<file path="src/rtl/dlps_pkg.sv">
// ----------------------------------------------------------------------------
// dlps_pkg
// Shared types, codes and helpers for the delta-list processor scheduler.
// ----------------------------------------------------------------------------
package dlps_pkg;

    localparam int MAX_PROCS_DEF = 4;
    localparam int NUM_SPEEDS    = 4;
    localparam int CFG_IDX_W     = 3;
    localparam int CFG_DATA_W    = 32;
    localparam int ACTIVE_W      = 3;
    localparam int SPEED_W       = 32;
    localparam int FUNC_W        = 2;
    localparam int ID_W          = 2;
    localparam int TICK_W        = 20;
    localparam int BUDGET_W      = 31;
    localparam int STATUS_W      = 2;
    localparam int TIME_W        = 64;
    localparam int HALF_W        = 32;

    localparam logic [TIME_W-1:0]   TIME_MAX   = '1;
    localparam logic [TIME_W-1:0]   BUDGET_MAX = 64'h0000_0000_7FFF_FFFF;
    localparam logic [BUDGET_W-1:0] BUDGET_SAT = '1;

    // item functions
    localparam logic [FUNC_W-1:0] FUNC_RESTART = 2'd0;
    localparam logic [FUNC_W-1:0] FUNC_RAN     = 2'd1;
    localparam logic [FUNC_W-1:0] FUNC_PAUSE   = 2'd2;

    // result status codes
    localparam logic [STATUS_W-1:0] ST_OK      = 2'd0;
    localparam logic [STATUS_W-1:0] ST_BAD_ID  = 2'd1;
    localparam logic [STATUS_W-1:0] ST_LCM_OVF = 2'd2;

    // register indexes
    localparam logic [CFG_IDX_W-1:0] CFG_ACTIVE = 3'd0;
    localparam logic [CFG_IDX_W-1:0] CFG_SPEED0 = 3'd1;

    typedef enum logic [4:0] {
        CMD_NOP,
        CMD_LATCH,
        CMD_RS_INIT,
        CMD_GCD_LOAD,
        CMD_DIV_GCD,
        CMD_GCD_SHIFT,
        CMD_DIV_LQ,
        CMD_MUL_LCM,
        CMD_MUL_LO,
        CMD_MUL_HI,
        CMD_LCM_UPD,
        CMD_FAC_START,
        CMD_DIV_FAC,
        CMD_FAC_WRITE,
        CMD_FAC_ZERO,
        CMD_RAN_PREP,
        CMD_RAN_T,
        CMD_REMOVE,
        CMD_PLACE_STEP,
        CMD_PLACE_INS,
        CMD_SEARCH_INIT,
        CMD_SEARCH_STEP,
        CMD_BAD_ID,
        CMD_PAUSE_MUL,
        CMD_PAUSE_APPLY,
        CMD_DIV_BUD,
        CMD_BUD_SAVE,
        CMD_OUT_LOAD
    } dp_cmd_t;

    typedef struct packed {
        logic [FUNC_W-1:0] func;
        logic              div_done;
        logic              rem_zero;
        logic              rs_more;
        logic              i_lt_max;
        logic              i_lt_n;
        logic              multi;
        logic              p_lt_n;
        logic              p_hit;
        logic              pause_moves;
        logic              place_more;
    } dp_stat_t;

    function automatic logic [TIME_W-1:0] sat_add(input logic [TIME_W-1:0] a,
                                                  input logic [TIME_W-1:0] b);
        logic [TIME_W:0] s;
        s = {1'b0, a} + {1'b0, b};
        return s[TIME_W] ? TIME_MAX : s[TIME_W-1:0];
    endfunction

endpackage

</file>
<file path="src/rtl/dlps_ctrl.sv">
// ----------------------------------------------------------------------------
// dlps_ctrl
// Sequencer: steps the datapath through restart, ran and pause items.
// ----------------------------------------------------------------------------
module dlps_ctrl (
    input  logic               clk,
    input  logic               rst_n,
    input  logic               in_valid,
    output logic               in_ready,
    output logic               out_valid,
    input  logic               out_ready,
    input  dlps_pkg::dp_stat_t stat,
    output dlps_pkg::dp_cmd_t  cmd
);
    import dlps_pkg::*;

    typedef enum logic [4:0] {
        S_IDLE,
        S_DISPATCH,
        S_RS_LOOP,
        S_GCD_DIV,
        S_GCD_WAIT,
        S_LQ_WAIT,
        S_MUL_LO,
        S_MUL_HI,
        S_MUL_DONE,
        S_FAC,
        S_FAC_WAIT,
        S_REMOVE,
        S_PLACE,
        S_SEARCH,
        S_BUDGET,
        S_BUD_WAIT,
        S_DONE
    } state_t;

    state_t state_reg, state_next;
    logic   out_valid_reg, out_valid_next;

    always_comb
    begin
        state_next     = state_reg;
        cmd            = CMD_NOP;
        out_valid_next = out_valid_reg && !out_ready;
        unique case (state_reg)
            S_IDLE:
            begin
                if (in_valid)
                begin
                    cmd        = CMD_LATCH;
                    state_next = S_DISPATCH;
                end
            end
            S_DISPATCH:
            begin
                case (stat.func)
                    FUNC_RESTART:
                    begin
                        cmd        = CMD_RS_INIT;
                        state_next = S_RS_LOOP;
                    end
                    FUNC_RAN:
                    begin
                        if (stat.multi)
                        begin
                            cmd        = CMD_RAN_PREP;
                            state_next = S_MUL_LO;
                        end
                        else
                            state_next = S_BUDGET;
                    end
                    FUNC_PAUSE:
                    begin
                        cmd        = CMD_SEARCH_INIT;
                        state_next = S_SEARCH;
                    end
                    default: state_next = S_BUDGET;
                endcase
            end
            S_RS_LOOP:
            begin
                if (stat.rs_more)
                begin
                    cmd        = CMD_GCD_LOAD;
                    state_next = S_GCD_DIV;
                end
                else
                begin
                    cmd        = CMD_FAC_START;
                    state_next = S_FAC;
                end
            end
            S_GCD_DIV:
            begin
                cmd        = CMD_DIV_GCD;
                state_next = S_GCD_WAIT;
            end
            S_GCD_WAIT:
            begin
                if (stat.div_done)
                begin
                    if (stat.rem_zero)
                    begin
                        cmd        = CMD_DIV_LQ;
                        state_next = S_LQ_WAIT;
                    end
                    else
                    begin
                        cmd        = CMD_GCD_SHIFT;
                        state_next = S_GCD_DIV;
                    end
                end
            end
            S_LQ_WAIT:
            begin
                if (stat.div_done)
                begin
                    cmd        = CMD_MUL_LCM;
                    state_next = S_MUL_LO;
                end
            end
            S_MUL_LO:
            begin
                cmd        = CMD_MUL_LO;
                state_next = S_MUL_HI;
            end
            S_MUL_HI:
            begin
                cmd        = CMD_MUL_HI;
                state_next = S_MUL_DONE;
            end
            S_MUL_DONE:
            begin
                case (stat.func)
                    FUNC_RESTART:
                    begin
                        cmd        = CMD_LCM_UPD;
                        state_next = S_RS_LOOP;
                    end
                    FUNC_RAN:
                    begin
                        cmd        = CMD_RAN_T;
                        state_next = S_REMOVE;
                    end
                    FUNC_PAUSE:
                    begin
                        cmd        = CMD_PAUSE_APPLY;
                        state_next = stat.pause_moves ? S_REMOVE : S_BUDGET;
                    end
                    default: state_next = S_BUDGET;
                endcase
            end
            S_FAC:
            begin
                if (!stat.i_lt_max)
                    state_next = S_BUDGET;
                else if (stat.i_lt_n)
                begin
                    cmd        = CMD_DIV_FAC;
                    state_next = S_FAC_WAIT;
                end
                else
                    cmd = CMD_FAC_ZERO;
            end
            S_FAC_WAIT:
            begin
                if (stat.div_done)
                begin
                    cmd        = CMD_FAC_WRITE;
                    state_next = S_FAC;
                end
            end
            S_REMOVE:
            begin
                cmd        = CMD_REMOVE;
                state_next = S_PLACE;
            end
            S_PLACE:
            begin
                if (stat.place_more)
                    cmd = CMD_PLACE_STEP;
                else
                begin
                    cmd        = CMD_PLACE_INS;
                    state_next = S_BUDGET;
                end
            end
            S_SEARCH:
            begin
                if (!stat.p_lt_n)
                begin
                    cmd        = CMD_BAD_ID;
                    state_next = S_BUDGET;
                end
                else if (stat.p_hit)
                begin
                    cmd        = CMD_PAUSE_MUL;
                    state_next = S_MUL_LO;
                end
                else
                    cmd = CMD_SEARCH_STEP;
            end
            S_BUDGET:
            begin
                if (stat.multi)
                begin
                    cmd        = CMD_DIV_BUD;
                    state_next = S_BUD_WAIT;
                end
                else
                    state_next = S_DONE;
            end
            S_BUD_WAIT:
            begin
                if (stat.div_done)
                begin
                    cmd        = CMD_BUD_SAVE;
                    state_next = S_DONE;
                end
            end
            S_DONE:
            begin
                if (!out_valid_reg || out_ready)
                begin
                    cmd            = CMD_OUT_LOAD;
                    out_valid_next = 1'b1;
                    state_next     = S_IDLE;
                end
            end
            default: state_next = S_IDLE;
        endcase
    end

    always_ff @(posedge clk or negedge rst_n)
    begin
        if (!rst_n)
        begin
            state_reg     <= S_IDLE;
            out_valid_reg <= 1'b0;
        end
        else
        begin
            state_reg     <= state_next;
            out_valid_reg <= out_valid_next;
        end
    end

    assign in_ready  = (state_reg == S_IDLE);
    assign out_valid = out_valid_reg;

    a_one_item: assert property (@(posedge clk) disable iff (!rst_n)
        (in_valid && in_ready) |=> !in_ready)
        else $error("item accepted while another is in work");

    a_load_free: assert property (@(posedge clk) disable iff (!rst_n)
        (cmd == CMD_OUT_LOAD) |-> (!out_valid_reg || out_ready))
        else $error("result overwrites one not yet taken");

    a_load_shows: assert property (@(posedge clk) disable iff (!rst_n)
        (cmd == CMD_OUT_LOAD) |=> out_valid)
        else $error("loaded result not presented");

endmodule

</file>
<file path="config.mk">
export PLATFORM = sky130hd
export DESIGN_NAME = dlps_ctrl
export DESIGN_NICKNAME = d
export VERILOG_FILES = /design/src/rtl/dlps_pkg.sv /design/src/rtl/dlps_ctrl.sv
export SDC_FILE = /design/constraint.sdc
export NUM_CORES = 1
export LEC_CHECK = 0
export ABC_AREA = 1
export BUFFER_PORTS_ARGS = -buffer_cell sky130_fd_sc_hd__buf_2
export CAP_MARGIN = 40
export CORE_MARGIN = 5
export CORE_UTILIZATION = 50
export DETAILED_ROUTE_END_ITERATION = 6
export PLACE_DENSITY_LB_ADDON = 0.25
export SLEW_MARGIN = 5
export SYNTH_ARGS = -nofsm -noshare
export SYNTH_HDL_FRONTEND = slang
export SYNTH_SLANG_ARGS = --single-unit
</file>
<file path="constraint.sdc">
create_clock -name clk -period 1.75 [get_ports clk]
set_clock_uncertainty 0.1 [all_clocks]
set_input_delay 0.0875 -clock clk [delete_from_list [all_inputs] [get_ports clk]]
set_output_delay 0.0875 -clock clk [all_outputs]
set_load 0.05 [all_outputs]
</file>
==> metrics.md, run 1 <==
| Metric | Value |
|---|---|
| Run status | `finished with violations` |
| Failing checks | `setup timing` |
| Max-slew violations | `0` |
| Vias in the first global route | `approximately 1,500` |
| Slew HR | `75.1%` |
| Fraction of the cycle the final worst path needs | `109%` |
| Port Buffers | `22` |
| Placed instance area | `1400 sq um` |
| Share of cells above drive strength 1 | `between 40% and 50%` |
| Initial antenna violation count | `0` |
| Leakage | `0.949 nW` |
| Yosys reg bits | `6` |
| GRT Util Overall | `roughly 25%` |
| 1st-pass router iterations | `5` |
| Num ports | `23` |
| Die Footprint | `3340 sq um` |
| Total wire length | `4.19 mm` |
| Post-DP HPWL | `2.94 mm` |
| Routed met3 length | `365 um` |
| Routability cong. | `approximately 0.98` |
| DP Worst Slack | `0.0381 ns` |
| PwrDens | `1810 nW/um^2` |
| Final instance area | `approximately 1700 sq um` |
| Post-synth cell types | `24` |
| # fillers | `between 150 and 200` |
| Cell count after synthesis | `roughly 210` |
| Worst-margin pin slew | `0.372 ns` |
| Post-route minimum period | `1.91 ns` |
| Nets | `283` |
| Final total power | `between 3 and 4 mW` |
| Register area | `~160 sq um` |
| Hold Path Class | `primary input to register` |
| TritonCTS Buffers | `3` |
| Critical Path RT | `1.56 ns` |
| Area of the core | `2190 sq um` |
| Crit Path Max Fanout | `6` |
| DR iter-0 viols | `between 100 and 150` |
| Die H | `about 58 um` |
| Via Count | `1,607` |
| Dpl cells | `270` |
| RSZ-0062 raised after global routing | `true` |
| Final hold slack | `0.0590 ns` |
| Most common cell after layout, fill and taps aside | `nand2_1` |
| Final setup viols | `6` |
| Vias per cell | `approximately 5.6` |
| Grt ovf | `0` |
| Final Instance Count excl. Fillers | `between 200 and 300` |
| Most frequent cells in the layout | `59 x nand2_1, 26 x inv_1, 26 x buf_4` |
| Routed met2 length | `around 2.0 mm` |
| Clock transition at the registers of the reported paths | `around 0.05 ns` |
| Worst-skew pair later-pin latency | `0.25 ns` |
| Max Used Layer | `met4` |
| Initial Util | `52.2%` |
| Largest net degree at the start of global routing | `8` |
| Drt wl/cell | `14.5 um` |
| Die extent in x | `a little under 60 um` |
| CTS tree | `done` |
| CTS H-tree depth | `1` |
| Max cap viols | `0` |
| CP Launch Type | `register` |
| TritonCTS sink count | `6` |
| Setup TNS | `-0.641 ns` |
| Final core utilization | `75.7%` |
| Post-Syn Area | `1140 sq um` |
| Routed Antenna Nets | `0` |
| Clock buffer depth | `2` |
| Kind of critical path | `register to primary output` |
| Root Buffer | `clkbuf_4` |
| DRC viols | `0` |
| Max reg flops | `5` |
| Critical Path AT | `1.73 ns` |
| Ys Warns | `0` |
| Mean Syn Cell Area | `5.55 sq um` |
| Fin worst setup slack | `-0.163 ns` |
| Max VDD drop | `1510 uV` |
| Worst r2r path cells | `9` |
| Footprint of the multi-input gates | `942 sq um` |
| Worst hold path depth | `4` |
| WL met1 | `between 1.5 and 2 mm` |
| Sequential element share of the synthesized area | `13.1%` |
| Layout area overhead | `45.0%` |
| Setup crit end kind | `primary output` |
| Synthesized Nets | `~230` |
| Max Freq | `0.523 GHz` |
| Final Hold Fails | `0` |
| FP Rows | `17` |
| # diodes | `0` |
| First-pass GRT wire length | `6.68 mm` |
report_power, final:
part           switching, mW  internal (mW)
clock network         0.0604         0.0871
logic                   1.59          0.941
registers              0.116          0.205
routing by layer:
metal	vias up	global-route usage, %
li1	763	-
met5	-	0
met4	0	11.3
met2	109	43.4
met3	31	3.34
met1	704	31.4
worst max-delay path, stage by stage, from the launching register on:
cell and delay [ns]:
dfrtp_2 0.47, nor2_4 0.24, inv_2 0.10, nor2_2 0.17
inv_1 0.09, nand2_1 0.09, nor3_2 0.04, nand4_1 0.11
buf_6 0.17
cells by family (layout without fill, tap and decap cells):
kind of cell    count (synthesis)  count (layout)  synth area share (%)
buf+inv                        34              88                  11.9
flops                           6               6                  13.1
fa+ha+maj                       6               6                  6.56
compound gates                 15              15                  8.21
simple gates                  145             145                  60.2
area by class of cell:
cell class                      instances  share of cell area (%)
Clock buffer                            4                    1.58
Inverter                               33                    7.77
Tap cell                               28                    2.11
Timing Repair Buffer                   51                    22.3
Multi-Input combinational cell        166                    56.8
Sequential cell                         6                    9.43
path summary, 6_finish.rpt:
path | startpoint | end | slack (ns)
worst max-delay path | state_reg[3] | cmd[0] | -0.16
worst min-delay path | out_ready | out_valid | 0.06
worst max register to register | state_reg[3] | state_reg[3] | -0.01
worst min register to register | state_reg[0] | state_reg[0] | 0.49
max in group asynchronous | rst_n | state_reg[1] | 1.30
min in group asynchronous | rst_n | state_reg[2] | 0.09
what timing repair did:
| action | in CTS | in global routing |
|---|---|---|
| pin swaps | 5 | 6 |
| endpoints found under the setup margin | 5 | 10 |
| endpoints found under the hold margin | 6 | 0 |
| resized for setup | 28 | 11 |
| setup buffers | 7 | 6 |
| hold buffers | 1 | 0 |
Yosys cell counts:
library cell,instances,share of area (%)
a21oi_1,1,0.44
a31oi_1,1,0.55
buf_6,1,0.98
clkinv_2,1,0.44
dfrtp_1,6,13
ha_1,6,6.6
inv_1,29,9.5
inv_2,3,0.98
nand2_1,64,21
nand2_2,6,3.3
nand2_4,1,0.98
nand3_1,19,8.3
nand3_2,3,2.6
nand3_4,1,1.5
nand4_1,6,3.3
nor2_1,30,9.8
nor2_2,10,5.5
nor2_4,3,3.0
nor3_1,2,0.88
o211ai_1,2,1.3
o21ai_0,6,2.6
o21ai_1,1,0.44
o21ai_2,3,2.3
o22ai_1,1,0.55
Power figures use the tool's default switching activity.
==> inputs of run 2 (changes only) <==
Settings changed: CORE_UTILIZATION 50 to 25.
==> run 2 against run 1 <==
The flow still finishes with violations (setup timing). Sequential power shrank 4%. Total power is essentially flat. Highest routed layer unchanged. Final cell count grew 4.5%. Hold slack lost 0.0097 ns. Sequential share of layout area grew 0.10 points. Register-to-register slack gained 0.06 ns. Cell area shrank 1.1%. Sequential cell count is the same. First-iteration DRC count shrank 3.3%. Die area grew 80%. Combinational power shrank 2%.
==> metrics.md, run 2 (synthesized netlist as in run 1, its figures left out) <==
| Metric | Value |
|---|---|
| Slew HR | `between 80 and 90%` |
| Most used cell, CP | `nand2_1` |
| Area of the core | `4380 sq um` |
| Setup crit end kind | `primary output` |
| Leakage | `0.910 nW` |
| Crit Path Max Fanout | `5` |
| Worst-skew pair later-pin latency | `0.22 ns` |
| Worst hold path depth | `4` |
| Most frequent cells in the layout | `56 x nand2_1, 26 x inv_1, 25 x nor2_1` |
| Failing checks | `setup timing` |
| WL met1 | `1.65 mm` |
| GRT Util Overall | `between 10% and 20%` |
| Fin worst setup slack | `-0.0466 ns` |
| Via Count | `between 1,000 and 1,500` |
| Num ports | `23` |
| Max cap viols | `0` |
| Vias per cell | `4.80` |
| Critical Path AT | `1.61 ns` |
| Port Buffers | `22` |
| FP Rows | `24` |
| Total wire length | `roughly 3.8 mm` |
| Final setup viols | `4` |
| DR iter-0 viols | `117` |
| Kind of critical path | `register to primary output` |
| Delay of the slowest critical-path stage | `0.44 ns` |
| Worst path buffer plus inverter count | `3` |
| RSZ-0062 raised after global routing | `true` |
| Worst r2r src | `state_reg[3]` |
| Initial antenna violation count | `0` |
| Routability cong. | `~0.9` |
| Hold Path Class | `primary input to register` |
| Max Used Layer | `met4` |
| Share of cells above drive strength 1 | `40.2%` |
| CP Launch Type | `register` |
| Cell Chain, Critical Path | `inv_1 > nor2_2 > buf_4 > nand2_1 > nand2_1 > a31oi_1 > nand3_1 > buf_6` |
| Final Hold Fails | `0` |
| Routed Antenna Nets | `0` |
| Initial Util | `26.1%` |
| Worst Min Path Start | `out_ready` |
| CTS H-tree depth | `1` |
| Drt wl/cell | `12.7 um` |
| Run status | `finished with violations` |
| DP Worst Slack | `0.0254 ns` |
| Vias in the first global route | `1,389` |
| Fraction of the cycle the final worst path needs | `103%` |
| 1st-pass router iterations | `5` |
| Most common cell after layout, fill and taps aside | `nand2_1` |
| Placed instance area | `1390 sq um` |
| Post-route minimum period | `between 1.5 and 2 ns` |
| Clock transition at the registers of the reported paths | `roughly 0.040 ns` |
| # fillers | `485` |
| Max Freq | `0.557 GHz` |
| TritonCTS Buffers | `3` |
| Grt ovf | `0` |
| Final core utilization | `37.4%` |
| Max reg flops | `5` |
| Die Footprint | `6030 sq um` |
| CTS tree | `done` |
| # diodes | `0` |
| Routed met2 length | `1.81 mm` |
| Die extent in x | `77.6 um` |
| Nets | `272` |
| CP delay by family, top | `buffers and inverters` |
| Die H | `77.6 um` |
| PwrDens | `1830 nW/um^2` |
| Worst-margin pin slew | `0.292 ns` |
| Final instance area | `1640 sq um` |
| First-pass GRT wire length | `around 6.4 mm` |
| TritonCTS sink count | `6` |
| Critical Path RT | `1.56 ns` |
| Layout area overhead | `43.4%` |
| Crit-path slowest cell | `dfrtp_2` |
| Root Buffer | `clkbuf_8` |
| Footprint of the multi-input gates | `955 sq um` |
| Worst r2r path cells | `10` |
| Clock buffer depth | `2` |
| DRC viols | `0` |
| Cell depth of the worst setup path | `8` |
| Largest net degree at the start of global routing | `8` |
| Max VDD drop | `526 uV` |
| Worst setup startpoint | `state_reg[0]` |
| Post-DP HPWL | `3.12 mm` |
| Max-slew violations | `0` |
| Register area | `~160 sq um` |
| Routed met3 length | `269 um` |
[run 2: cell count changes in the layout (fill, tap and decap cells not counted), moves of 2 or more]
cell      previous run  this run
buf_4               26        14
clkbuf_4             3         0
clkbuf_8             0         3
nand2_1             59        56
nand2_2             11        13
[run 2: worst paths after layout]
kind	slack, ns	to
worst max register to register	0.05	state_reg[2]
worst min register to register	0.48	state_reg[0]
worst min-delay path	0.05	out_valid
max in group asynchronous	1.26	state_reg[0]
worst max-delay path	-0.05	cmd[2]
min in group asynchronous	0.12	out_valid
[run 2: metal layers]
layer	vias to the layer above	GRT usage (%)
met3	8	2.78
met2	58	21.1
met5	-	0
li1	733	-
met1	647	16.7
met4	0	3.95
[run 2: power by group]
group	leakage [nW]	switching, mW	internal (mW)
Clock	0.0228	0.0615	0.157
Combinational	0.816	1.56	0.908
Sequential	0.0709	0.103	0.206
Total	0.910	1.73	1.27
[run 2: layout make-up]
cell class              count  area share (%)
repair buffers             40            17.7
clock buffers               4            2.75
inverters                  33            7.86
multi-input cells         166            58.2
flip-flops and latches      6            9.53
well taps                  52            3.97
[run 2: worst register-to-register path: cells and delay by family, from the launching register on]
family	cells	cell delay, ns
simple gates	7	0.70
flops	1	0.46
buf+inv	3	0.33
[run 2: timing repair]
| item | CTS | global route |
|---|---|---|
| buffers inserted | 6 | 2 |
| resized for setup | 28 | 15 |
| pin swaps | 5 | 9 |
| setup endpoints to repair | 5 | 10 |
| hold endpoints to repair | 6 | 0 |
| hold buffers | 1 | 0 |
[run 2: per-stage QoR]
step	power (mW)	TNS (ns)	cells	hold WS [ns]
6_report	3.00	-0.111	301	0.0493
2_1_floorplan	1.77	-0.0346	206	-0.308
3_5_place_dp	2.29	0	288	-0.180
3_3_place_gp	2.32	-0.00998	288	-0.179
5_1_grt	3.25	-0.909	301	0.0662
4_1_cts	2.86	-0.0339	299	0.0663
